`src/rtl/core/ihex_pkg.sv`:
```
// ----------------------------------------------------------------------------
// ihex_pkg
// Shared types and constants of the Intel HEX line parser: character
// classes, the token passed from the front end to the back end, and sizes.
// ----------------------------------------------------------------------------
package ihex_pkg;

    // Default limit on the number of bytes decoded from one line.
    localparam int MAX_LINE_BYTES_DEF = 261;

    // Byte index width; the line limit must not exceed 511, which the code does not enforce.
    localparam int IDX_W = 9;

    // Depth of the token queue between front and back end.
    localparam int Q_DEPTH = 2;
    localparam int Q_PTR_W = (Q_DEPTH > 1) ? $clog2(Q_DEPTH) : 1;
    localparam int Q_CNT_W = $clog2(Q_DEPTH + 1);

    // Character codes.
    localparam logic [7:0] CH_COLON = 8'h3A;
    localparam logic [7:0] CH_LF    = 8'h0A;
    localparam logic [7:0] CH_CR    = 8'h0D;
    localparam logic [7:0] CH_NUL   = 8'h00;

    // Record types.
    localparam logic [7:0] REC_DATA = 8'h00;
    localparam logic [7:0] REC_EOF  = 8'h01;
    localparam logic [7:0] REC_ELA  = 8'h04;

    // Result kinds carried on tuser.
    localparam logic KIND_DATA = 1'b0;
    localparam logic KIND_END  = 1'b1;

    // Class of one received character.
    typedef enum logic [2:0] {
        TOK_EOL,
        TOK_COLON,
        TOK_NUL,
        TOK_HEX,
        TOK_OTHER
    } t_tok_kind;

    // Classified character as it travels through the queue.
    typedef struct packed {
        t_tok_kind  kind;
        logic [3:0] nib;
    } t_tok;

    // Queue status seen by the top level.
    typedef struct packed {
        logic               full;
        logic [Q_CNT_W-1:0] count;
    } t_q_stat;

endpackage

```
`src/rtl/core/ihex_front.sv`:
```
// ----------------------------------------------------------------------------
// ihex_front
// Accepts characters from the input stream, classifies them and holds the
// resulting token in one register until the queue takes it.
// ----------------------------------------------------------------------------
module ihex_front (
    input  logic            i_clk,
    input  logic            i_rst_n,
    input  logic            i_valid,
    input  logic [7:0]      i_char,
    output logic            o_ready,
    output logic            o_tok_valid,
    output ihex_pkg::t_tok  o_tok,
    input  logic            i_tok_ready
);

    logic           r_valid;
    ihex_pkg::t_tok r_tok;
    ihex_pkg::t_tok n_tok;

    // Classification of the incoming character.
    always_comb begin
        n_tok.nib  = 4'h0;
        n_tok.kind = ihex_pkg::TOK_OTHER;
        if (i_char == ihex_pkg::CH_CR || i_char == ihex_pkg::CH_LF) begin
            n_tok.kind = ihex_pkg::TOK_EOL;
        end else if (i_char == ihex_pkg::CH_COLON) begin
            n_tok.kind = ihex_pkg::TOK_COLON;
        end else if (i_char == ihex_pkg::CH_NUL) begin
            n_tok.kind = ihex_pkg::TOK_NUL;
        end else if (i_char inside {[8'h30:8'h39]}) begin
            n_tok.kind = ihex_pkg::TOK_HEX;
            n_tok.nib  = i_char[3:0];
        end else if (i_char inside {[8'h61:8'h66], [8'h41:8'h46]}) begin
            n_tok.kind = ihex_pkg::TOK_HEX;
            n_tok.nib  = i_char[3:0] + 4'd9;
        end
    end

    // The stage takes a new character whenever it is empty or being emptied.
    assign o_ready     = !r_valid || i_tok_ready;
    assign o_tok_valid = r_valid;
    assign o_tok       = r_tok;

    always_ff @(posedge i_clk) begin
        if (!i_rst_n) begin
            r_valid <= 1'b0;
        end else if (o_ready) begin
            r_valid <= i_valid;
        end
        if (o_ready && i_valid) begin
            r_tok <= n_tok;
        end
    end

endmodule

```
`src/rtl/core/ihex_queue.sv`:
```
// ----------------------------------------------------------------------------
// ihex_queue
// Short token queue that decouples the front end from the back end; a push
// and a pop may happen in the same cycle.
// ----------------------------------------------------------------------------
module ihex_queue (
    input  logic              i_clk,
    input  logic              i_rst_n,
    input  logic              i_push,
    input  ihex_pkg::t_tok    i_tok,
    output logic              o_push_ready,
    input  logic              i_pop,
    output logic              o_valid,
    output ihex_pkg::t_tok    o_tok,
    output ihex_pkg::t_q_stat o_stat
);

    ihex_pkg::t_tok                   r_mem [ihex_pkg::Q_DEPTH];
    logic [ihex_pkg::Q_PTR_W-1:0]     r_wr_ptr;
    logic [ihex_pkg::Q_PTR_W-1:0]     r_rd_ptr;
    logic [ihex_pkg::Q_CNT_W-1:0]     r_count;
    logic                             w_push;
    logic                             w_pop;

    assign o_push_ready = (r_count != ihex_pkg::Q_CNT_W'(ihex_pkg::Q_DEPTH));
    assign o_valid      = (r_count != '0);
    assign o_tok        = r_mem[r_rd_ptr];
    assign o_stat.full  = !o_push_ready;
    assign o_stat.count = r_count;

    assign w_push = i_push && o_push_ready;
    assign w_pop  = i_pop && o_valid;

    // Pointers wrap at the queue depth.
    always_ff @(posedge i_clk) begin
        if (!i_rst_n) begin
            r_wr_ptr <= '0;
            r_rd_ptr <= '0;
            r_count  <= '0;
        end else begin
            if (w_push) begin
                r_wr_ptr <= (r_wr_ptr == ihex_pkg::Q_PTR_W'(ihex_pkg::Q_DEPTH - 1)) ?
                            '0 : r_wr_ptr + 1'b1;
            end
            if (w_pop) begin
                r_rd_ptr <= (r_rd_ptr == ihex_pkg::Q_PTR_W'(ihex_pkg::Q_DEPTH - 1)) ?
                            '0 : r_rd_ptr + 1'b1;
            end
            if (w_push && !w_pop) begin
                r_count <= r_count + 1'b1;
            end else if (w_pop && !w_push) begin
                r_count <= r_count - 1'b1;
            end
        end
    end

    // Storage of the queued tokens.
    always_ff @(posedge i_clk) begin
        if (w_push) begin
            r_mem[r_wr_ptr] <= i_tok;
        end
    end

endmodule

```
`src/rtl/core/ihex_back.sv`:
```
// ----------------------------------------------------------------------------
// ihex_back
// Carries out the record decode for each token: byte assembly, running sum,
// record fields, fill level, and the registered result towards the output.
// ----------------------------------------------------------------------------
module ihex_back #(
    parameter int MAX_LINE_BYTES = ihex_pkg::MAX_LINE_BYTES_DEF
) (
    input  logic            i_clk,
    input  logic            i_rst_n,
    input  logic            i_tok_valid,
    input  ihex_pkg::t_tok  i_tok,
    output logic            o_pop,
    output logic            o_valid,
    input  logic            i_ready,
    output logic            o_kind,
    output logic [7:0]      o_data_byte,
    output logic [15:0]     o_position,
    output logic            o_line_ok,
    output logic [7:0]      o_record_type,
    output logic [7:0]      o_byte_count,
    output logic [15:0]     o_load_address,
    output logic [15:0]     o_fill_level
);

    typedef enum logic [1:0] {
        PH_WAIT,
        PH_DECODE,
        PH_STOP
    } t_phase;

    localparam logic [ihex_pkg::IDX_W-1:0] IDX_LIMIT = ihex_pkg::IDX_W'(MAX_LINE_BYTES);

    t_phase                       r_phase,  n_phase;
    logic                         r_pend,   n_pend;
    logic [3:0]                   r_hi,     n_hi;
    logic [ihex_pkg::IDX_W-1:0]   r_idx,    n_idx;
    logic [7:0]                   r_sum,    n_sum;
    logic [7:0]                   r_cnt,    n_cnt;
    logic [15:0]                  r_addr,   n_addr;
    logic [7:0]                   r_type,   n_type;
    logic [15:0]                  r_fill,   n_fill;

    logic                         r_ovalid, n_ovalid;
    logic                         r_kind,   n_kind;
    logic [7:0]                   r_odata,  n_odata;
    logic [15:0]                  r_opos,   n_opos;
    logic                         r_ook,    n_ook;
    logic [7:0]                   r_otype,  n_otype;
    logic [7:0]                   r_ocnt,   n_ocnt;
    logic [15:0]                  r_oaddr,  n_oaddr;
    logic [15:0]                  r_ofill,  n_ofill;

    logic                         w_pop;
    logic [7:0]                   w_byte;
    logic [ihex_pkg::IDX_W-1:0]   w_pay_idx;
    logic                         w_ok;

    // A token is taken whenever the output register is free or being drained.
    assign w_pop     = i_tok_valid && (!r_ovalid || i_ready);
    assign o_pop     = w_pop;
    assign w_byte    = {r_hi, i_tok.nib};
    assign w_pay_idx = r_idx - ihex_pkg::IDX_W'(4);
    assign w_ok      = (r_idx != '0) && (r_sum == 8'h00);

    // Next state and next result.
    always_comb begin
        n_phase  = r_phase;
        n_pend   = r_pend;
        n_hi     = r_hi;
        n_idx    = r_idx;
        n_sum    = r_sum;
        n_cnt    = r_cnt;
        n_addr   = r_addr;
        n_type   = r_type;
        n_fill   = r_fill;
        n_ovalid = r_ovalid && !i_ready;
        n_kind   = r_kind;
        n_odata  = r_odata;
        n_opos   = r_opos;
        n_ook    = r_ook;
        n_otype  = r_otype;
        n_ocnt   = r_ocnt;
        n_oaddr  = r_oaddr;
        n_ofill  = r_ofill;

        if (w_pop) begin
            n_ovalid = 1'b0;
            n_kind   = ihex_pkg::KIND_DATA;
            n_odata  = 8'h00;
            n_opos   = 16'h0000;
            n_ook    = 1'b0;
            n_otype  = 8'h00;
            n_ocnt   = 8'h00;
            n_oaddr  = 16'h0000;
            n_ofill  = 16'h0000;

            if (i_tok.kind == ihex_pkg::TOK_EOL) begin
                // End of line: report the record and update the fill level.
                if (w_ok) begin
                    if (r_type == ihex_pkg::REC_DATA) begin
                        n_fill = r_fill + {8'h00, r_cnt};
                    end else if (r_type == ihex_pkg::REC_ELA) begin
                        n_fill = 16'h0000;
                    end
                    n_ook   = 1'b1;
                    n_otype = r_type;
                    n_ocnt  = r_cnt;
                    n_oaddr = r_addr;
                end
                n_ovalid = 1'b1;
                n_kind   = ihex_pkg::KIND_END;
                n_ofill  = n_fill;
                n_phase  = PH_WAIT;
                n_pend   = 1'b0;
                n_hi     = 4'h0;
                n_idx    = '0;
                n_sum    = 8'h00;
                n_cnt    = 8'h00;
                n_addr   = 16'h0000;
                n_type   = 8'h00;
            end else begin
                case (r_phase)
                    PH_WAIT: begin
                        if (i_tok.kind == ihex_pkg::TOK_COLON) begin
                            n_phase = PH_DECODE;
                        end else if (i_tok.kind == ihex_pkg::TOK_NUL) begin
                            n_phase = PH_STOP;
                        end
                    end
                    PH_DECODE: begin
                        if (i_tok.kind != ihex_pkg::TOK_HEX) begin
                            n_phase = PH_STOP;
                            n_pend  = 1'b0;
                        end else if (!r_pend) begin
                            n_hi   = i_tok.nib;
                            n_pend = 1'b1;
                        end else begin
                            // Second digit completes a byte.
                            n_pend = 1'b0;
                            n_sum  = r_sum + w_byte;
                            n_idx  = r_idx + 1'b1;
                            if (n_idx >= IDX_LIMIT) begin
                                n_phase = PH_STOP;
                            end
                            if (r_idx == ihex_pkg::IDX_W'(0)) begin
                                n_cnt = w_byte;
                            end else if (r_idx == ihex_pkg::IDX_W'(1)) begin
                                n_addr[15:8] = w_byte;
                            end else if (r_idx == ihex_pkg::IDX_W'(2)) begin
                                n_addr[7:0] = w_byte;
                            end else if (r_idx == ihex_pkg::IDX_W'(3)) begin
                                n_type = w_byte;
                            end else if (w_pay_idx < {1'b0, r_cnt}) begin
                                n_ovalid = 1'b1;
                                n_kind   = ihex_pkg::KIND_DATA;
                                n_odata  = w_byte;
                                n_opos   = r_fill + {7'd0, w_pay_idx};
                            end
                        end
                    end
                    default: begin
                    end
                endcase
            end
        end
    end

    // Line state, fill level and the output register.
    always_ff @(posedge i_clk) begin
        if (!i_rst_n) begin
            r_phase  <= PH_WAIT;
            r_pend   <= 1'b0;
            r_hi     <= 4'h0;
            r_idx    <= '0;
            r_sum    <= 8'h00;
            r_cnt    <= 8'h00;
            r_addr   <= 16'h0000;
            r_type   <= 8'h00;
            r_fill   <= 16'h0000;
            r_ovalid <= 1'b0;
        end else begin
            r_phase  <= n_phase;
            r_pend   <= n_pend;
            r_hi     <= n_hi;
            r_idx    <= n_idx;
            r_sum    <= n_sum;
            r_cnt    <= n_cnt;
            r_addr   <= n_addr;
            r_type   <= n_type;
            r_fill   <= n_fill;
            r_ovalid <= n_ovalid;
        end
        r_kind  <= n_kind;
        r_odata <= n_odata;
        r_opos  <= n_opos;
        r_ook   <= n_ook;
        r_otype <= n_otype;
        r_ocnt  <= n_ocnt;
        r_oaddr <= n_oaddr;
        r_ofill <= n_ofill;
    end

    assign o_valid        = r_ovalid;
    assign o_kind         = r_kind;
    assign o_data_byte    = r_odata;
    assign o_position     = r_opos;
    assign o_line_ok      = r_ook;
    assign o_record_type  = r_otype;
    assign o_byte_count   = r_ocnt;
    assign o_load_address = r_oaddr;
    assign o_fill_level   = r_ofill;

endmodule

```
`src/rtl/core/intel_hex_line_parser_top.sv`:
```
// ----------------------------------------------------------------------------
// intel_hex_line_parser_top
// Intel HEX record line parser: one ASCII character per transfer in, data
// bytes and record-end reports out.
// ----------------------------------------------------------------------------
// The parser takes one character per clock cycle while the output is not
// stalled and gives at most one result per character. A character passes a
// classification register, a two-entry token queue and the decode register;
// the decode step holds the only loop (running sum and fill level), which
// sets the sustained rate of one character per cycle. tuser 0 marks a
// tentative payload byte with its buffer position; tuser 1 marks the end of a
// line with the checksum verdict, the record fields and the fill level.
module intel_hex_line_parser_top #(
    parameter int MAX_LINE_BYTES = ihex_pkg::MAX_LINE_BYTES_DEF
) (
    input  logic        i_clk,
    input  logic        i_rst_n,
    input  logic        s_axis_tvalid,
    output logic        s_axis_tready,
    input  logic [7:0]  s_axis_tdata,   // [7:0] char_code
    output logic        m_axis_tvalid,
    input  logic        m_axis_tready,
    output logic [79:0] m_axis_tdata,   // [7:0] data_byte, [23:8] position,
                                        // [24] line_ok, [32:25] record_type,
                                        // [40:33] byte_count,
                                        // [56:41] load_address,
                                        // [72:57] fill_level, rest zero
    output logic        m_axis_tuser    // [0] kind
);

    logic              w_front_valid;
    ihex_pkg::t_tok    w_front_tok;
    logic              w_q_push_ready;
    logic              w_q_valid;
    ihex_pkg::t_tok    w_q_tok;
    ihex_pkg::t_q_stat w_q_stat;
    logic              w_pop;
    logic              w_kind;
    logic [7:0]        w_data_byte;
    logic [15:0]       w_position;
    logic              w_line_ok;
    logic [7:0]        w_record_type;
    logic [7:0]        w_byte_count;
    logic [15:0]       w_load_address;
    logic [15:0]       w_fill_level;

    // Character classification.
    ihex_front u_front (
        .i_clk       (i_clk),
        .i_rst_n     (i_rst_n),
        .i_valid     (s_axis_tvalid),
        .i_char      (s_axis_tdata),
        .o_ready     (s_axis_tready),
        .o_tok_valid (w_front_valid),
        .o_tok       (w_front_tok),
        .i_tok_ready (w_q_push_ready)
    );

    // Token queue between the two halves.
    ihex_queue u_queue (
        .i_clk        (i_clk),
        .i_rst_n      (i_rst_n),
        .i_push       (w_front_valid),
        .i_tok        (w_front_tok),
        .o_push_ready (w_q_push_ready),
        .i_pop        (w_pop),
        .o_valid      (w_q_valid),
        .o_tok        (w_q_tok),
        .o_stat       (w_q_stat)
    );

    // Record decode and result register.
    ihex_back #(
        .MAX_LINE_BYTES (MAX_LINE_BYTES)
    ) u_back (
        .i_clk          (i_clk),
        .i_rst_n        (i_rst_n),
        .i_tok_valid    (w_q_valid),
        .i_tok          (w_q_tok),
        .o_pop          (w_pop),
        .o_valid        (m_axis_tvalid),
        .i_ready        (m_axis_tready),
        .o_kind         (w_kind),
        .o_data_byte    (w_data_byte),
        .o_position     (w_position),
        .o_line_ok      (w_line_ok),
        .o_record_type  (w_record_type),
        .o_byte_count   (w_byte_count),
        .o_load_address (w_load_address),
        .o_fill_level   (w_fill_level)
    );

    // Output packing.
    assign m_axis_tuser = w_kind;
    assign m_axis_tdata = {7'd0, w_fill_level, w_load_address, w_byte_count,
                           w_record_type, w_line_ok, w_position, w_data_byte};

    // A payload byte never carries record-end fields.
    a_data_clean: assert property (@(posedge i_clk) disable iff (!i_rst_n)
        (m_axis_tvalid && m_axis_tuser == ihex_pkg::KIND_DATA) |->
        (m_axis_tdata[72:24] == '0))
        else $error("payload byte carries record-end fields");

    // The queue never holds more tokens than its depth.
    a_q_bound: assert property (@(posedge i_clk) disable iff (!i_rst_n)
        w_q_stat.count <= ihex_pkg::Q_CNT_W'(ihex_pkg::Q_DEPTH))
        else $error("token queue overflow");

    // The back end pops only when a token is present.
    a_pop_valid: assert property (@(posedge i_clk) disable iff (!i_rst_n)
        w_pop |-> w_q_valid)
        else $error("pop from empty token queue");

    // With no token to decode, a drained output stays empty.
    a_no_invent: assert property (@(posedge i_clk) disable iff (!i_rst_n)
        (!w_q_valid && (!m_axis_tvalid || m_axis_tready)) |=> !m_axis_tvalid)
        else $error("result appeared without a token");

    // A full queue holds back the front stage.
    a_full_stall: assert property (@(posedge i_clk) disable iff (!i_rst_n)
        (w_q_stat.full && w_front_valid) |-> !s_axis_tready)
        else $error("input accepted while the queue is full");

endmodule
```
`config.mk`:
```
export PLATFORM = sky130hd
export DESIGN_NAME = intel_hex_line_parser_top
export DESIGN_NICKNAME = d
export VERILOG_FILES = /design/src/rtl/core/ihex_pkg.sv /design/src/rtl/core/ihex_front.sv /design/src/rtl/core/ihex_queue.sv /design/src/rtl/core/ihex_back.sv /design/src/rtl/core/intel_hex_line_parser_top.sv
export SDC_FILE = /design/constraint.sdc
export NUM_CORES = 1
export LEC_CHECK = 0
export ABC_CLOCK_PERIOD_IN_PS = 5300
export BUFFER_PORTS_ARGS = -buffer_cell sky130_fd_sc_hd__buf_4
export CORE_UTILIZATION = 39
export CTS_CLUSTER_SIZE = 14
export DETAILED_ROUTE_END_ITERATION = 8
export GPL_ROUTABILITY_DRIVEN = 1
export PLACE_DENSITY = 0.6
export SYNTH_ARGS = -nofsm -noshare
export SYNTH_HDL_FRONTEND = slang
export SYNTH_HIERARCHICAL = 1
export SYNTH_SLANG_ARGS = --single-unit
```
`constraint.sdc`:
```
create_clock -name i_clk -period 5.3 [get_ports i_clk]
set_input_delay 0 -clock i_clk [delete_from_list [all_inputs] [get_ports i_clk]]
set_output_delay 0 -clock i_clk [all_outputs]
set_load 0.03 [all_outputs]
```
### Yosys cells after proc, flatten, opt, wreduce, memory -nomap -nowiden

Memory sizes are Yosys's and may differ from the RTL's. A register that Yosys moved wholly into a read port is not among the register bits.
Index checks and enable logic that the tools add are counted.

| storage, ports and cells | value |
|---|---|
| memory bits (writable) | 14 |
| latch bits | 0 |
| bits in read-only memories | 0 |
| memories | 1 |
| word-level logic and storage cells | 190 |
| bits in registers | 159 |
| output and inout bits | 83 |
| input port bits | 12 |

Memories:

| memory | words | width | rd ports | clocked after Yosys merged registers in | write ports | RTL line | source |
|---|---|---|---|---|---|---|---|
| u_queue.r_mem | 2 | 7 | 1 | 1 | 1 | ihex_queue.sv:18 | `ihex_pkg::t_tok r_mem [ihex_pkg::Q_DEPTH];` |

| operators by class | value |
|---|---|
| divide/modulo/power cells | 0 |
| multiply operators | 0 |
| multiplexer cells | 71 |
| reduce and logical (&&, ||, !) cells | 50 |
| shift operators | 0 |
| bitwise logic cells | 3 |
| add/sub/neg operators | 10 |
| eq/ne operators | 20 |
| $lt $le $gt $ge | 8 |

Operators by type and width:

| operator | count |
|---|---|
| two-way mux 8 bit | 20 |
| two-way mux 16 bit | 8 |
| two-way mux 9 bit | 4 |
| zero test 8 bit | 3 |
| two-way mux 1 bit | 23 |
| equality test 9 x 2 -> 1 bit (second input constant) | 2 |
| two-way mux 2 bit | 9 |
| nonzero test 2 bit | 9 |
| adder 16 x 8 -> 16 bit | 1 |
| adder 16 x 9 -> 16 bit | 1 |
| equality test 8 x 4 -> 1 bit (second input constant) | 2 |
| greater-or-equal comparator 8 x 7 -> 1 bit (second input constant) | 2 |
| <= comparator 8 x 7 -> 1 bit (second input constant) | 2 |
| two-way mux 4 bit | 4 |
| != test 4 x 1 -> 1 bit (second input constant) | 3 |
| logical AND 1 bit | 11 |
| AND reduction 5 bit | 2 |
| adder 9 x 1 -> 9 bit (second input constant) | 1 |
| equality test 9 x 1 -> 1 bit (second input constant) | 1 |
| greater-or-equal comparator 9 bit (second input constant) | 1 |
| zero test 9 bit | 1 |
| less-than comparator 9 x 8 -> 1 bit | 1 |
| nonzero test 9 bit | 1 |
| OR reduction 9 bit | 1 |
| 33 further kinds | 49 |

### Depth between registers and ports, before layout

| depth | value |
|---|---|
| depth in word-level cells | 12 |
| depth in mapped cells | 12 |
| depth with buffers taken out | 11 |

### Hierarchy

Netlist, hierarchy kept.

Modules (own cells, without submodules):

| module | seq. area each (um^2) | area each (um^2) | cells each | instances |
|---|---|---|---|---|
| ihex_back | 3,683.5 | 7,613.6 | 782 | 1 |
| ihex_queue | 520.5 | 743.2 | 47 | 1 |
| ihex_front | 230.2 | 578.1 | 54 | 1 |
| intel_hex_line_parser_top | 0.0 | 63.8 | 9 | 1 |

### Least setup slack after synthesis

OpenSTA, ideal clock, no wires.

| timing path | value |
|---|---|
| kind | reg2reg |
| from | register u_queue/r_count[1] in the netlist's numbering |
| to | register u_queue/r_count[1] in the netlist's numbering |
| setup time | 0.070 ns |
| buffers on the path | 0 |
| path slack | 1.567 ns |
| arrival | 3.663 ns |
| cell stages (with the launch flop) | 8 |
| period minus slack after synthesis | 3.733 ns |
| required time | 5.230 ns |
| cells stage by stage | dfxtp_1 > or2_2 > nand2_1 > clkinv_1 > o21ai_1 > ha_1 > or3_1 > a21boi_1 |

| on the way | value |
|---|---|
| cells in the longest elaborated chain, start to end | 6 |
| elaborated cells between the ends (all ways) | 14 |
| those cells by class | add/sub: 2; eq/ne: 1; mux: 2; reduce/logical: 9 |

RTL lines:

| element | RTL line | source |
|---|---|---|
| from (decl) | ihex_queue.sv:21 | `logic [ihex_pkg::Q_CNT_W-1:0] r_count;` |
| from (signal assigned) | ihex_queue.sv:50 | `r_count <= r_count + 1'b1;` |
| from (signal assigned) | ihex_queue.sv:52 | `r_count <= r_count - 1'b1;` |
| nonzero test 2 bit (*) | ihex_queue.sv:26 | `assign o_valid = (r_count != '0);` |
| via w_q_valid | intel_hex_line_parser_top.sv:34 | `logic w_q_valid;` |
| logical AND 1 bit (*) | ihex_back.sv:60 | `assign w_pop = i_tok_valid && (!r_ovalid \|\| i_ready);` |
| via w_pop | intel_hex_line_parser_top.sv:37 | `logic w_pop;` |
| logical AND 1 bit (*) | ihex_queue.sv:32 | `assign w_pop = i_pop && o_valid;` |
| zero test 1 bit | ihex_queue.sv:49 | `if (w_push && !w_pop) begin` |
| logical AND 1 bit | ihex_queue.sv:49 |  |
| two-way mux 2 bit or nonzero test 2 bit (tied branches) | -- |  |

The timed path passes the listed nets; every way through them passes the cells marked *. The select of a mux whose other input is x is not followed.
A chain may end at the register's enable or synchronous reset.

==> metrics.txt <==
outcome finished, final reports clean; Worst setup SP type flop; synth cell count leaders 109 x nor2_1, 95 x edfxtp_1, 79 x dfxtp_1; Final HPWL DP 14,620 um; total congestion overflow 0; CTS tree done; r2r worst-path depth 7; number of global-route vias before repair 6,205; final hold violations 0; H-Tree Level Count 4; port bufs 87; residual DRC count 0; Yosys cell types 77; most common cell in the netlist nor2_1; drt pass-1 iters 4; Min Clock Period, post-route 3397 ps; Peak Freq 294.4 MHz; die height 153.9 um; R2R Setup Slk 1900 ps; crit path kind reg -> reg; postcts setup bufs 0; Die X 153.9 um; TNS Setup 0 ps; Worst slew margin 29.80%; Worst Max-Slew Pin Slew 1053 ps; worst path cell trace mux2_2 > or3_1 > buf_4 > nor2_1 > nand2_1 > or3_1 > a21oi_1; worst skew pair latency 440 ps; PwrDens 441.7 nW/um2; Via density 5.387; clock root buffer clkbuf_16; Pleak 3.995 nW; non-filler cells, final 1,261; Slowest cell on crit path or3_1; Crit path top cell by count or3_1; Mapped Avg Cell Area 10.09 um2; Crit. End Element flop; dominant cell type by area after synthesis edfxtp_1; Top FF cell, synth edfxtp_1; Inst Count DP 1,222; final cycle utilization of the critical path 64.09%; antenna cells 0; Final ANT Viol Nets 0; largest net degree at the start of global routing 61; Filler cells 2,115; Worst EP arrival 3750 ps; first-pass GRT wire length 32,660 um; DIE AREA 23,690 um2; FF+latch count, synth 174; hold_sp s_axis_tdata[1]; clock sink count 174; largest cells by area after synthesis edfxtp_1 32%, dfxtp_1 18%, ha_1 6.1%, nor2_1 4.5%, mux2i_1 3.3%; Area growth syn-to-layout 16.63%; detailed-route via count 6,793; CP Max Fanout 20; CP max stage delay 700 ps; num rows 55; All-Layer GR Usage 17.65%; Worst R2R End u_back/r_fill[12]; fin nets 1,022; Yosys warnings 6; core outline area 22,640 um2; max cap viols 0; Clock Skew 9.552 ps; Worst EP required 5650 ps; cells after synthesis 892; Initial Util 39.75%; Final Setup Violations 0; initial antenna violation count 0; Placed Area 9832 um2; WHS Path Cells 3; io pins 95; clock transition at the registers of the reported paths 70 ps; ys async rst share 0%; CTS Buffer Depth 2; synthesized area 8999 um2; layout cells sized above 1 15.98%; Peak supply drop 0.0001942 V; Final Wtd Congestion 0.8623; number of clock buffers inserted by TritonCTS 17; Final Instance Area 10,500 um2; 1st-iter DRT viols 427; post-layout util 46.36%; post-synthesis sequential area ratio 49.28%; post-DR wirelength/cell 16.29 um; hold slack 13.62 ps; share of the synthesized area in the top cell type 31.70%; Post-synth EDFFs 95; unrepaired setup endpoints after global routing false; drt total wl 20,540 um; Final Slew Violations 0; hold path endpoint u_front/o_tok[1]; Min-Delay Path Class in -> reg
==> registers in the layout (all words and copies together), names as in the netlist, 4 cells and up, named ones only <==
name / cells
u_back/o_byte_count: 8
u_back/o_position: 16
u_back/r_sum: 8
u_back/r_cnt: 8
u_back/o_data_byte: 8
u_back/r_type: 8
u_back/o_load_address: 16
u_back/o_record_type: 8
u_back/r_hi: 4
u_queue/r_mem: 14
u_back/r_addr: 16
u_back/r_idx: 9
u_back/o_fill_level: 16
u_back/r_fill: 16
u_front/o_tok: 7
==> cells in the final DEF (no fill, tap or decap), types with 9 or more instances in the layout <==
cell type and instances:
edfxtp_1 95, and3_1 31, nor3_1 27, a21oi_1 45
o21ai_0 36, nand4_1 11, a21o_1 9, clkbuf_16 17
nand3_1 45, dfxtp_1 79, xnor2_1 20, buf_4 92
and2_1 25, inv_1 34, or3_1 9, mux2i_1 30
ha_1 44, nand2_1 32, nor2_1 109, nor2b_1 10
==> per-layer routing <==
metal  routed length [um]  track usage, %  up-vias
li1                     -               -     3381
met2                 9830           29.09      150
met4                  339           6.238        0
met1                 9546           23.27     3236
met5                    0               0        -
met3                  827           3.157       26
==> critical path, delay by kind of cell (launching register included) <==
| kind | cells | cell delay [ps] |
|---|---|---|
| AOI/OAI and AO/OA | 1 | 120 |
| buffers and inverters | 1 | 340 |
| DFF | 1 | 500 |
| muxes | 1 | 420 |
| and+or+nand+nor | 4 | 1920 |
==> worst max-delay path by stage <==
stage | from | cells past startpoint | to | slack, ps
floorplan | u_queue/r_count[1] | 7 | u_queue/r_count[1] | 1570
global placement | flop | 7 | u_back/r_fill[12] | 2050
detailed placement | flop | 7 | u_back/r_fill[12] | 1990
CTS | flop | 7 | u_back/r_fill[12] | 1940
global route | flop | 7 | u_back/r_fill[12] | 1630
finish | flop | 7 | u_back/r_fill[12] | 1900
==> cell families (layout without fill, tap and decap cells) <==
| group | count (synthesis) | count (layout) | synth area share [%] |
|---|---|---|---|
| and+or+nand+nor | 344 | 344 | 20.11 |
| muxes | 37 | 37 | 4.213 |
| other | 1 | 7 | 0.04167 |
| buffers and inverters | 90 | 168 | 4.185 |
| AOI/OAI and AO/OA | 170 | 170 | 12.56 |
| xor gates and xnor gates | 28 | 28 | 2.725 |
| adders and majority gates | 48 | 48 | 6.897 |
| DFF | 174 | 174 | 49.28 |
==> report_power, final <==
| part | internal [mW] | switching [mW] |
|---|---|---|
| clock network | 0.633 | 0.600 |
| registers | 1.81 | 0.109 |
| logic | 0.467 | 1.01 |
| total | 2.91 | 1.72 |
==> through the flow <==
| stage | power, mW | setup slack [ps] |
|---|---|---|
| 5_1_grt | 4.836 | 1628 |
| 3_5_place_dp | 3.450 | 1985 |
| 4_1_cts | 4.690 | 1938 |
| 3_3_place_gp | 3.440 | 2047 |
| 2_1_floorplan | 2.920 | 1567 |
| 6_report | 4.636 | 1903 |
==> area by class of cell <==
| type | count | area (um2) | area share [%] |
|---|---|---|---|
| Multi-Input combinational cell | 634 | 4210 | 40.12 |
| Sequential cell | 174 | 4434 | 42.25 |
| Tap cell | 285 | 356.6 | 3.398 |
| Clock inverter | 15 | 167.7 | 1.598 |
| Clock buffer | 17 | 425.4 | 4.053 |
| Inverter | 37 | 140.1 | 1.335 |
| Timing Repair Buffer | 99 | 760.7 | 7.248 |
==> repair_timing <==
action | 4_1_cts | 5_1_grt
endpoints found under the hold margin | 6 | 0
hold buffers | 7 | 0
resized for setup | 0 | 0
Note: power is estimated with default switching activity, not from simulation.
